===== config.mk =====
export PLATFORM = sky130hd
export DESIGN_NAME = bts_queue
export DESIGN_NICKNAME = d
export VERILOG_FILES = /design/src/hw/rtl/bts_pkg.sv /design/src/hw/rtl/bts_queue.sv
export SDC_FILE = /design/constraint.sdc
export NUM_CORES = 1
export LEC_CHECK = 0
export BUFFER_PORTS_ARGS = -buffer_cell sky130_fd_sc_hd__buf_2
export CORE_MARGIN = 5
export CORE_UTILIZATION = 37
export CTS_BUF_LIST = sky130_fd_sc_hd__clkbuf_4
export DETAILED_ROUTE_END_ITERATION = 8
export PLACE_DENSITY = 0.56
export SLEW_MARGIN = 10
export SYNTH_ARGS = -nofsm -noshare
export SYNTH_HDL_FRONTEND = slang
export SYNTH_SLANG_ARGS = --single-unit

===== constraint.sdc =====
create_clock -name clk_i -period 2.1 [get_ports clk_i]
set_clock_uncertainty 0.05 [all_clocks]
set_input_delay 0.315 -clock clk_i [delete_from_list [all_inputs] [get_ports clk_i]]
set_output_delay 0.315 -clock clk_i [all_outputs]
set_load 0.005 [all_outputs]

===== src/hw/rtl/bts_pkg.sv =====
`timescale 1ns / 1ps
// Shared constants, types and sizing helpers for the bilinear texture sampler.
package bts_pkg;

  localparam int unsigned TEX_DIM_DEF   = 256;
  localparam int unsigned FRAC_BITS_DEF = 8;

  localparam int unsigned COORD_W    = 16;
  localparam int unsigned WR_IDX_W   = 8;
  localparam int unsigned CHAN_W     = 8;
  localparam int unsigned NUM_CHAN   = 3;
  localparam int unsigned TEXEL_W    = NUM_CHAN * CHAN_W;
  localparam int unsigned NUM_BANKS  = 4;
  localparam int unsigned BANK_SEL_W = 2;

  localparam int unsigned Q_DEPTH = 4;
  localparam int unsigned Q_PTR_W = $clog2(Q_DEPTH);
  localparam int unsigned Q_CNT_W = $clog2(Q_DEPTH + 1);

  typedef enum logic {
    OP_SAMPLE = 1'b0,
    OP_WRITE  = 1'b1
  } op_e;

  typedef struct packed {
    logic               full;
    logic               empty;
    logic [Q_CNT_W-1:0] count;
  } q_stat_t;

  typedef struct packed {
    logic rd_valid;
    logic lerp_valid;
  } back_stat_t;

  // Texels are split over four banks by (row parity, column parity).
  function automatic int unsigned half_dim(int unsigned dim);
    return (dim + 1) >> 1;
  endfunction

  function automatic int unsigned bank_depth(int unsigned dim);
    int unsigned h;
    h = half_dim(dim);
    return h * h;
  endfunction

  function automatic int unsigned bank_addr_w(int unsigned dim);
    int unsigned d;
    d = bank_depth(dim);
    return (d > 1) ? $clog2(d) : 1;
  endfunction

  function automatic int unsigned half_idx_w(int unsigned dim);
    int unsigned h;
    h = half_dim(dim);
    return (h > 1) ? $clog2(h) : 1;
  endfunction

endpackage


===== src/hw/rtl/bts_queue.sv =====
`timescale 1ns / 1ps
// Small FIFO of decoded words between front and back end.
module bts_queue #(
  parameter type entry_t = logic
) (
  input  logic             clk_i,
  input  logic             rst_ni,
  input  logic             push_i,
  input  entry_t           data_i,
  input  logic             pop_i,
  output entry_t           data_o,
  output bts_pkg::q_stat_t stat_o
);
  import bts_pkg::*;

  entry_t             slot_q [Q_DEPTH];
  logic [Q_PTR_W-1:0] wr_ptr_q, wr_ptr_d, rd_ptr_q, rd_ptr_d;
  logic [Q_CNT_W-1:0] count_q, count_d;

  always_comb begin
    wr_ptr_d = push_i ? wr_ptr_q + 1'b1 : wr_ptr_q;
    rd_ptr_d = pop_i ? rd_ptr_q + 1'b1 : rd_ptr_q;
    count_d  = count_q + Q_CNT_W'(push_i) - Q_CNT_W'(pop_i);
  end

  always_ff @(posedge clk_i or negedge rst_ni) begin
    if (!rst_ni) begin
      wr_ptr_q <= '0;
      rd_ptr_q <= '0;
      count_q  <= '0;
    end else begin
      wr_ptr_q <= wr_ptr_d;
      rd_ptr_q <= rd_ptr_d;
      count_q  <= count_d;
    end
  end

  always_ff @(posedge clk_i) begin
    if (push_i) begin
      slot_q[wr_ptr_q] <= data_i;
    end
  end

  assign data_o       = slot_q[rd_ptr_q];
  assign stat_o.full  = (count_q == Q_CNT_W'(Q_DEPTH));
  assign stat_o.empty = (count_q == '0);
  assign stat_o.count = count_q;

endmodule


Yosys cells after proc, flatten, opt, wreduce, memory -nomap -nowiden

Memories as Yosys holds them, arrays and structs flattened.
Index checks and enable logic that the tools add are counted.
W data, S select, Z words.

Add/sub/neg operators: 4
Multiply operators: 0
Divide/modulo/power cells: 0
Order comparisons: 0
Equality and inequality tests: 1
Shift operators: 0
Multiplexer cells: 2
Bitwise logic cells: 0
Reduce and logical (&&, ||, !) cells: 1

Operator list:

| operator              | count |
|---|---|
| $add A2 B1 Y2 const B | 2 |
| $add A3 B1 Y3         | 1 |
| $eq A3 B3 Y1 const B  | 1 |
| $logic_not A3 Y1      | 1 |
| $sub A3 B1 Y3         | 1 |
| $mux W1               | 2 |

Flip-flop bits (word level): 7
Bits in latches: 0
Memory bits (writable): 4
Memory bits (read-only): 0
Bits of input ports: 5
Output and inout bits: 6
Logic and storage cells: 12
Memories: 1

Memory list:

| name   | words | bits a word | rd ports | clocked after memory_dff | write ports | RTL line        | RTL |
|---|---|---|---|---|---|---|---|
| slot_q | 4     | 1           | 1        | 0                        | 1           | bts_queue.sv:16 | `entry_t slot_q [Q_DEPTH];` |

Depth between registers and ports, before layout

Gate-level depths: netlist of run 1.

Word-level depth: 2
Depth in mapped cells: 6

Worst setup path after synthesis of run 1

No wires, ideal clock.

Path kind: register -> register
From: register count_q[0]
To: register count_q[2]
Arrival: 1,366 ps
Required time: 1,927 ps
Setup slack: 562 ps
Cell stages (with the launch flop): 7
Buffers on the path: 0
Path through: dfrtp_1 -> inv_1 -> ha_1 -> inv_1 -> ha_1 -> fa_1 -> xnor2_1

Cells in the longest elaborated chain, start to end: 2

Ends and longest elaborated chain:

| item                   | RTL line        | RTL |
|---|---|---|
| start, declared        | bts_queue.sv:18 | `logic [Q_CNT_W-1:0] count_q, count_d;` |
| start signal, assigned | bts_queue.sv:34 | `count_q <= count_d;` |
| $add A3 B1 Y3          | bts_queue.sv:23 | `count_d = count_q + Q_CNT_W'(push_i) - Q_CNT_W'(pop_i);` |
| $sub A3 B1 Y3          | bts_queue.sv:23 |  |
| net count_d[2]         | bts_queue.sv:18 |  |

The timed path passes the listed nets, and every way through them passes these cells.
A chain may end at the register's enable or synchronous reset.

Final worst setup path of run 1

From: register rd_ptr_q[0]
To: output port data_o

Cells in the longest elaborated chain, start to end: 1

Ends and longest elaborated chain:

| item                   | RTL line        | RTL |
|---|---|---|
| start, declared        | bts_queue.sv:17 | `logic [Q_PTR_W-1:0] wr_ptr_q, wr_ptr_d, rd_ptr_q, rd_ptr_d;` |
| start signal, assigned | bts_queue.sv:33 | `rd_ptr_q <= rd_ptr_d;` |
| $mem_v2 Z4 W1          | -               |  |
| end, declared          | bts_queue.sv:11 | `output entry_t data_o,` |

No other way between the ends.

==> results.py, run 1 <==
metrics = {
    "cells_and_area": {
        "syn_to_final_growth_pct": 20.62,
        "finish.utilization_pct": 48.34,
        "post_layout_cell_count": 69,
        "layout_cell_share_with_drive_strength_beyond_1_pct": 27.78,
        "number_of_antenna_diodes": 0,
        "layout.nets": 67,
    },
    "die": {
        "die_w_um": 47.78,
        "initial_utilization_pct": 40.08,
        "total_die_area_um2": 2282,
        "dieHeight_um": 47.78,
        "io-pin-count": 11,
        "area_of_the_core_um2": 1318,
        "cell_rows": 13,
    },
    "synth": {
        "synth.yosys.seq_area_share_pct": 55.92,
        "synth_top_cells_by_area": "dfrtp_1 33%, edfxtp_1 23%, ha_1 14%, xor2_1 5.0%, and2_1 4.7%",
        "mappedNetlistArea_um2": 528.0,
        "synth.largest_area_cell": "dfrtp_1",
        "synthesis.nets": 51,
        "synth_cell_type_count": 13,
        "postSynthCellCount": 39,
        "postSynthRegisterBits": 11,
        "postSynthAreaPerCell_um2": 13.54,
        "synthDominantCellAreaShare_pct": 33.18,
        "yosysWarningCount": 0,
    },
    "timing": {
        "tightestPinTransition_ns": 0.1732,
        "min_period_over_period_pct": 78.88,
        "rsz0062_at_grt": "false",
        "final_hold_viol_count": 0,
        "finalCriticalPeriod_ns": 1.657,
        "setup_viol": 0,
        "maxSlewHeadroom_pct": 88.41,
        "highest_attainable_clock_frequency_ghz": 0.6037,
        "max_slew_vio_count": 0,
        "setup_tns_final_ns": 0,
    },
    "pwr": {
        "power-per-cell-area_nw_per_um2": 1325,
        "vdd.ir_drop.worst_uv": 515.9,
        "power_leakage_uw": 0.0003132,
    },
    "setup_path": {
        "timing.critical_path.arrival_ns": 1.29,
        "timing.critical_path.to_type": "output pin",
        "criticalPathCategory": "flip-flop to output pin",
        "critPathLaunch": "rd_ptr_q[0]$_DFFE_PN0P_",
        "worst-endpoint-required_ns": 1.74,
        "timing.rr.end": "count_q[2]$_DFF_PN0_",
        "r2r_start": "count_q[0]$_DFF_PN0_",
        "r2r.worst_path.cells": 6,
        "reg2reg_setup_slack_ns": 0.51,
        "startpoint_type": "flip-flop",
        "timing.critical_path.fanout_max": 3,
        "critPathCapture": "data_o",
    },
    "clocking": {
        "clk_transition_reported_paths_ns": 0.07,
        "post-cts-setup-buffer-count": 0,
        "clkLatencyLatePin_ns": 0.26,
        "cts_tree": "done",
        "clockBufferDepth": 2,
        "ctsHtreeMaxLevel": 1,
        "tritoncts.num_buffers": 3,
        "cts_hold_buf": 1,
        "root_buffer": "clkbuf_4",
        "clock-sinks": 11,
        "cts_resized": 0,
    },
    "grt": {
        "first_global_vias": 288,
        "grt.total_usage_pct": 8.308,
        "grt_first_pass_wirelength_um": 1193,
        "grt_start_max_net_pins": 9,
        "globalRouteMet1Util_pct": 9.324,
        "grt_util_met2_pct": 11.61,
        "antenna_violations_before_repair": 0,
        "grt-ovfl-total": 0,
        "groute.layer.met3.usage_pct": 4.511,
        "grt-busiest-layer": "met2",
    },
    "drt": {
        "final_antenna_net_count": 0,
        "drt-total-wl_um": 748,
        "post_drt_via_cell_ratio": 4.478,
        "route.vias.total": 309,
        "drt_pass1_iterations": 1,
        "detailedRoute.firstIterationViolations": 0,
        "detail_route.wl_per_cell_um": 10.84,
        "remaining_drc_errors": 0,
    },
    "placement": {
        "place.detailed.instances": 64,
        "numPortBuffers": 10,
        "place.gp.congestion": 0.6487,
    },
    "status": {
        "status": "complete, no violations",
    },
    "worst_hold_path": {
        "min_path_type": "input port to flip-flop",
    },
    "job": {
        "drv.max_cap_violation_count": 0,
    },
}
area by class of cell:
cell class,count,area [um2]
inverters,6,22.52
clock buffers,4,30.03
multi-input cells,22,210.2
repair buffers,11,60.06
fillers,124,680.7
well taps,15,18.77
flip-flops and latches,11,295.3
how the worst min path moves through the flow:
| stage | startpoint | to | slack [ns] | cells after the start |
|---|---|---|---|---|
| 6_report | data_i | slot_q[3]$_DFFE_PP_ | 0.22 | 1 |
| 2_1_floorplan | rst_ni | count_q[0]$_DFF_PN0_ | -0.03 | 0 |
| 4_1_cts | data_i | slot_q[0]$_DFFE_PP_ | 0.20 | 1 |
| 3_5_place_dp | rst_ni | count_q[0]$_DFF_PN0_ | 0.10 | 1 |
| 5_1_grt | data_i | slot_q[3]$_DFFE_PP_ | 0.21 | 1 |
| 3_3_place_gp | rst_ni | count_q[0]$_DFF_PN0_ | 0.10 | 1 |
cells in the final DEF, fill, tap and decap left out:
cell	instances
fa_1	1
ha_1	6
nand2_1	2
buf_2	10
xor2_1	3
and3_1	1
dfrtp_1	7
mux4_2	1
edfxtp_1	4
xnor2_1	2
clkbuf_4	4
nor3_1	1
inv_1	6
dlygate4sd3_1	1
and2_1	4
o21ai_0	1
metrics by stage:
step           worst slack (ns)  hold WS (ns)  power (uW)  cell area, um2
5_1_grt                  0.3784        0.2120       924.8           636.9
3_5_place_dp             0.4745        0.1028       707.7           596.8
2_1_floorplan            0.5616      -0.03059       587.5           528.0
6_report                 0.4434        0.2198       843.6           636.9
3_3_place_gp             0.4948        0.1012       681.9           596.8
4_1_cts                  0.4188        0.2041       864.1           636.9
critical path, cell delays in order (launching register included):
cell and delay (ns):
dfrtp_1 0.40, mux4_2 0.50, buf_2 0.14
power breakdown:
group	switching [uW]	leakage, uW	internal [uW]	total [uW]
clock network	64.8	0.0000184	86.2	151
logic	139	0.000176	166	305
registers	74.8	0.000119	313	388
cell usage after synthesis:
master and count:
dfrtp_1 7, ha_1 6, inv_1 6, and2_1 4
edfxtp_1 4, xor2_1 3, nand2_1 2, xnor2_1 2
and3_1 1, fa_1 1, mux4_2 1, nor3_1 1
o21ai_0 1
sequential cells by signal (all words and copies together), names as in the netlist:
signal    count
rd_ptr_q      2
slot_q        4
wr_ptr_q      2
count_q       3
kinds of logic after synthesis:
logic type | after synthesis | share of synthesized area, %
compound gates | 1 | 0.9470
xor+xnor | 5 | 8.295
fa+ha+maj | 7 | 18.01
buf+inv | 6 | 4.265
flops | 11 | 55.93
mux | 1 | 4.265
simple gates | 8 | 8.293
layer usage:
layer	part of all wire (%)	routed length, um	vias up
met3	4.4	33	0
met2	50	376	3
met5	0	0	-
met4	0	0	0
met1	45	338	149
li1	-	-	157
Note: power is estimated with default switching activity, not from simulation.
==> inputs of run 2 (changes only) <==
Settings changed: PLACE_DENSITY 0.56 to 0.58.
Clock period 2.1 ns to 1.5 ns, I/O delays scaled along.
==> run 2 against run 1 <==
The run now ends with negative setup slack left; cell count increased by 4.3%; routed wire length grew 26%; count of clock-buffer cells in the layout stayed put; utilization up 2.1 points; final area increased by 4.3%; critical path depth stayed put; first-iteration DRC count grew 2; global-route usage grew 2.1 points; hold slack worse by 0.11 ns; non-clock buffer count up 3; total power rose by 52%; register-to-register slack got worse by 0.50 ns; critical endpoint unchanged; largest cell class unchanged; highest routed layer is now met4.
==> results.py, run 2 (synthesis results as in run 1) <==
metrics = {
    "timing": {
        "rsz0062_at_grt": "true",
        "maxSlewHeadroom_pct": 88.91,
        "tightestPinTransition_ns": 0.1650,
        "postLayoutSetupSlackWorst_ns": -0.04886,
        "finalCriticalPeriod_ns": 1.549,
        "setup_viol": 1,
        "min_period_over_period_pct": 103.3,
        "highest_attainable_clock_frequency_ghz": 0.6456,
        "max_slew_vio_count": 0,
        "final_hold_viol_count": 0,
    },
    "pwr": {
        "power-per-cell-area_nw_per_um2": 1925,
        "vdd.ir_drop.worst_uv": 643.8,
        "power_leakage_uw": 0.0003251,
    },
    "grt": {
        "grt_first_pass_wirelength_um": 1462,
        "grt_start_max_net_pins": 9,
        "grt.total_usage_pct": 10.42,
        "first_global_vias": 349,
        "grt-ovfl-total": 0,
        "antenna_violations_before_repair": 0,
    },
    "setup_path": {
        "critical_path.slowest_cell": "mux4_2",
        "startpoint_type": "flip-flop",
        "timing.critical_path.to_type": "output pin",
        "r2r.worst_path.cells": 6,
        "reg2reg_setup_slack_ns": 0.01,
        "timing.critical_path.fanout_max": 2,
        "path_cells": "mux4_2, buf_2",
        "worst-endpoint-required_ns": 1.22,
        "r2r_start": "count_q[0]$_DFF_PN0_",
        "timing.rr.end": "count_q[2]$_DFF_PN0_",
        "criticalPathCategory": "flip-flop to output pin",
        "critPathMaxStageDelay_ns": 0.49,
        "timing.critical_path.arrival_ns": 1.27,
    },
    "drt": {
        "detailedRoute.firstIterationViolations": 2,
        "post_drt_via_cell_ratio": 4.611,
        "remaining_drc_errors": 0,
        "final_antenna_net_count": 0,
        "detail_route.wl_per_cell_um": 13.06,
        "drt_pass1_iterations": 5,
        "route.vias.total": 332,
        "drt-total-wl_um": 940,
    },
    "die": {
        "dieHeight_um": 47.78,
        "total_die_area_um2": 2282,
        "initial_utilization_pct": 40.08,
        "die_w_um": 47.78,
        "io-pin-count": 11,
        "area_of_the_core_um2": 1318,
        "cell_rows": 13,
    },
    "worst_hold_path": {
        "hold_depth": 1,
        "timing.hold.worst_endpoint": "slot_q[1]$_DFFE_PP_",
        "min_path_type": "input port to flip-flop",
        "hp-start": "data_i",
    },
    "clocking": {
        "root_buffer": "clkbuf_4",
        "tritoncts.num_buffers": 3,
        "clk_transition_reported_paths_ns": 0.07,
        "clock-sinks": 11,
        "ctsHtreeMaxLevel": 1,
        "cts_tree": "done",
        "clkLatencyLatePin_ns": 0.27,
        "clockBufferDepth": 2,
    },
    "cells_and_area": {
        "num-fill-cells": 103,
        "layout.nets": 70,
        "syn_to_final_growth_pct": 25.83,
        "post_layout_cell_count": 72,
        "largest_register_ffs": 4,
        "number_of_antenna_diodes": 0,
        "mostFrequentLayoutCells": "10 x buf_2, 7 x dfrtp_1, 6 x inv_1, 5 x ha_1",
        "biggestRegsByFlops": "slot_q x4, count_q x3",
        "layout.cell_area.non_filler_um2": 664.4,
        "largest_register": "slot_q",
        "layout_cell_share_with_drive_strength_beyond_1_pct": 35.09,
        "layout_commonest_cell": "buf_2",
    },
    "placement": {
        "place.detailed.hpwl_um": 738,
        "place.gp.congestion": 0.7372,
        "place.detailed.instances": 65,
        "numPortBuffers": 10,
        "placed_cell_area_um2": 606.8,
    },
    "status": {
        "violations": "negative setup slack",
        "status": "finished, violations left",
    },
    "job": {
        "drv.max_cap_violation_count": 0,
    },
}
[run 2: changes by cell type in the layout (fill, tap and decap cells not counted), sizes merged]
| cell | before | now |
|---|---|---|
| buf | 10 | 13 |
[run 2: metrics by stage]
| step | hold WS, ns | setup WS (ns) | setup TNS, ns | util [%] | total power, uW |
|---|---|---|---|---|---|
| 4_1_cts | 0.1102 | -0.05386 | -0.05386 | 50.43 | 1291 |
| 6_report | 0.1125 | -0.04886 | -0.04886 | 50.43 | 1279 |
| 3_3_place_gp | 0.01708 | 0.04109 | 0 | 46.06 | 971.1 |
| 2_1_floorplan | -0.1206 | 0.002638 | 0 | - | 827.1 |
| 5_1_grt | 0.1086 | -0.07452 | -0.1581 | 50.43 | 1383 |
| 3_5_place_dp | 0.03117 | -0.04084 | -0.07137 | 46.06 | 1022 |
[run 2: final cells by class]
class,instances,area [um2],area share (%)
well taps,15,18.77,2.825
multi-input cells,22,215.2,32.39
clock buffers,4,30.03,4.520
flip-flops and latches,11,295.3,44.44
repair buffers,14,82.58,12.43
inverters,6,22.52,3.390
[run 2: how the worst max path moves through the flow]
stage,from,slack (ns),end
5_1_grt,rd_ptr_q[0]$_DFFE_PN0P_,-0.07,data_o
2_1_floorplan,count_q[0]$_DFF_PN0_,0.003,count_q[2]$_DFF_PN0_
6_report,rd_ptr_q[0]$_DFFE_PN0P_,-0.05,data_o
3_3_place_gp,count_q[0]$_DFF_PN0_,0.04,count_q[2]$_DFF_PN0_
3_5_place_dp,count_q[0]$_DFF_PN0_,-0.04,count_q[2]$_DFF_PN0_
4_1_cts,rd_ptr_q[0]$_DFFE_PN0P_,-0.05,data_o
[run 2: timing repair]
item                                    4_1_cts  5_1_grt
endpoints found under the hold margin         7        0
setup buffers                                 2        0
endpoints found under the setup margin        3        3
cloned                                        0        0
hold buffers                                  1        0
pin swaps                                     0        1
gates resized for setup                       1        0
[run 2: layer usage]
metal | GRT usage, % | share of wire, % | vias to the layer above
met5 | 0 | 0 | -
met4 | 8.065 | 3.1 | 0
met3 | 4.511 | 5.0 | 3
met2 | 16.89 | 53 | 7
met1 | 10.35 | 39 | 161
li1 | - | - | 161
[run 2: critical path, delay by kind of cell (launching register included)]
family	cells	cell delay (ns)
DFF	1	0.38
muxes	1	0.49
buffers and inverters	1	0.14
[run 2: where the power goes]
group | internal [uW] | switching (uW) | leakage, uW | total (uW)
Combinational | 288 | 232 | 0.000188 | 520
Sequential | 438 | 92.8 | 0.000119 | 530
Clock | 121 | 107 | 0.0000184 | 228
Total | 847 | 432 | 0.000325 | 1280
==> inputs of run 3 (changes only) <==
Settings changed: CORE_AREA set to 5 5 42 44, CORE_MARGIN 5 to not set, CORE_UTILIZATION 37 to not set, CTS_CLUSTER_DIAMETER set to 80, DIE_AREA set to 0 0 47 49, MAX_ROUTING_LAYER set to met4, PLACE_DENSITY 0.58 to 0.61.
==> run 3 against run 2 <==
The run still ends with negative setup slack left; critical endpoint unchanged; register-to-register slack about the same; hold slack about the same; largest cell class unchanged; global-route usage shrank 2.6 points; largest power group unchanged; routed wire length down 18%; flip-flop and latch count unchanged; utilization down 1.3 points; critical path depth stayed put; worst setup slack is essentially flat; via count fell by 4.5%; sequential power barely moved; cell count grew 1.4%.
==> results.py, run 3 (synthesis results as in run 1) <==
metrics = {
    "setup_path": {
        "criticalPathCategory": "flip-flop to output pin",
        "path_depth": 2,
        "cp.buffers_inverters": 1,
        "path_cells": "mux4_2, buf_2",
        "timing.critical_path.to_type": "output pin",
        "r2r_start": "count_q[0]$_DFF_PN0_",
        "reg2reg_setup_slack_ns": 0.02,
        "timing.critical_path.fanout_max": 2,
        "timing.rr.end": "count_q[2]$_DFF_PN0_",
        "critPathMaxStageDelay_ns": 0.49,
        "path_delay_family": "multiplexers",
        "critical_path.slowest_cell": "mux4_2",
        "critPathCapture": "data_o",
        "r2r.worst_path.cells": 6,
        "startpoint_type": "flip-flop",
        "worst-endpoint-required_ns": 1.22,
        "timing.critical_path.arrival_ns": 1.27,
        "critPathLaunch": "rd_ptr_q[0]$_DFFE_PN0P_",
    },
    "timing": {
        "setup_viol": 1,
        "max_slew_vio_count": 0,
        "final_hold_viol_count": 0,
        "finalCriticalPeriod_ns": 1.549,
        "setup_tns_final_ns": -0.04887,
        "postLayoutSetupSlackWorst_ns": -0.04887,
        "rsz0062_at_grt": "true",
        "tightestPinTransition_ns": 0.1622,
        "maxSlewHeadroom_pct": 89.15,
        "highest_attainable_clock_frequency_ghz": 0.6456,
        "min_period_over_period_pct": 103.3,
    },
    "pwr": {
        "netSwitchingFraction_pct": 33.19,
        "netSwitchingPower_uw": 421.9,
        "power.share.sequential_pct": 41.8,
        "power-per-cell-area_nw_per_um2": 1847,
        "comb_power_share_pct": 40.8,
        "intPower_uw": 849.3,
        "power_uw": 1271,
        "vdd.ir_drop.worst_uv": 993.0,
        "p_clk_share_pct": 17.4,
        "power_leakage_uw": 0.0003245,
    },
    "cells_and_area": {
        "num-fill-cells": 139,
        "largest_register": "slot_q",
        "number_of_antenna_diodes": 0,
        "biggestRegsByFlops": "slot_q x4, count_q x3",
        "layout.nets": 70,
        "mostFrequentLayoutCells": "10 x buf_2, 7 x dfrtp_1",
        "footprint_of_the_multi_input_gates_um2": 237.7,
        "finish.utilization_pct": 49.11,
        "layout_commonest_cell": "buf_2",
        "syn_to_final_growth_pct": 30.33,
        "largest_register_ffs": 4,
        "seqCellArea_um2": 295.3,
        "layout_cell_share_with_drive_strength_beyond_1_pct": 40.35,
    },
    "drt": {
        "drt_pass1_iterations": 4,
        "drt-total-wl_um": 768,
        "final_antenna_net_count": 0,
        "detail_route.wl_per_cell_um": 10.52,
        "detailedRoute.firstIterationViolations": 2,
        "post_drt_via_cell_ratio": 4.342,
        "remaining_drc_errors": 0,
        "route.vias.total": 317,
    },
    "status": {
        "violations": "negative setup slack",
        "status": "finished, violations left",
    },
    "die": {
        "initial_utilization_pct": 37.68,
        "area_of_the_core_um2": 1401,
        "cell_rows": 14,
        "dieHeight_um": 49,
        "die_w_um": 47,
        "total_die_area_um2": 2303,
        "io-pin-count": 11,
    },
    "clocking": {
        "clkLatencyLatePin_ns": 0.27,
        "clockBufferDepth": 2,
        "clk_transition_reported_paths_ns": 0.07,
        "ctsHtreeMaxLevel": 1,
        "tritoncts.num_buffers": 3,
        "root_buffer": "clkbuf_4",
        "cts_tree": "done",
        "clock-sinks": 11,
    },
    "job": {
        "drv.max_cap_violation_count": 0,
    },
    "grt": {
        "grt.total_usage_pct": 7.856,
        "grt_start_max_net_pins": 9,
        "antenna_violations_before_repair": 0,
        "first_global_vias": 283,
        "grt-ovfl-total": 0,
        "grt_first_pass_wirelength_um": 1193,
    },
    "placement": {
        "numPortBuffers": 10,
        "place.detailed.hpwl_um": 577.2,
        "place.gp.congestion": 0.7011,
        "place_worst_setup_slack_ns": 0.001964,
    },
    "worst_hold_path": {
        "min_path_type": "input port to flip-flop",
    },
}
==> run 3: worst min path at each step <==
| stage | cells past startpoint | slack [ns] | to | from |
|---|---|---|---|---|
| after CTS | 1 | 0.11 | slot_q[2]$_DFFE_PP_ | data_i |
| after detailed placement | 1 | 0.02 | rd_ptr_q[1]$_DFFE_PN0P_ | rst_ni |
| final | 1 | 0.11 | slot_q[2]$_DFFE_PP_ | data_i |
| after global routing | 1 | 0.11 | slot_q[3]$_DFFE_PP_ | data_i |
| after floorplan | 0 | -0.12 | count_q[0]$_DFF_PN0_ | rst_ni |
| after global placement | 1 | 0.02 | rd_ptr_q[1]$_DFFE_PN0P_ | rst_ni |
==> run 3: power groups by stage <==
stage               registers (uW)  clock network (uW)  logic (uW)
finish                         531                 221         519
global route                   550                 239         595
CTS                            532                 228         494
detailed placement             542                   0         463
global placement               542                   0         455
floorplan                      533                   0         295
==> run 3: repair_timing <==
action,in CTS,in global routing
buffers inserted,1,0
hold endpoints to repair,7,0
gates resized for setup,1,4
setup endpoints to repair,3,3
hold buffers,1,0
pin swaps,0,3
==> run 3: metrics by stage <==
stage | hold slack, ns | cells | instance area (um2)
global placement | 0.01768 | 67 | 615.6
finish | 0.1125 | 73 | 688.2
CTS | 0.1085 | 73 | 665.6
global route | 0.1060 | 73 | 688.2
floorplan | -0.1206 | 39 | 530.5
detailed placement | 0.01910 | 67 | 615.6
==> run 3: layout make-up <==
class / instances / area share (%)
Clock buffer: 4 / 4.364
Multi-Input combinational cell: 22 / 34.55
Timing Repair Buffer: 14 / 12.00
Sequential cell: 11 / 42.91
Tap cell: 16 / 2.909
Inverter: 6 / 3.273
==> run 3: per-layer routing <==
layer	track usage, %	share of wire, %	vias up
met5	-	0	-
met4	4.147	0.91	0
met3	5.535	7.4	2
met2	10.63	49	8
met1	8.333	42	146
li1	-	-	161
==> run 3: worst reg2reg max path: stages, from the launching register on <==
cell	delay (ns)
dfrtp_1	0.36
inv_2	0.06
ha_4	0.25
inv_2	0.03
ha_4	0.14
fa_2	0.35
xnor2_1	0.13
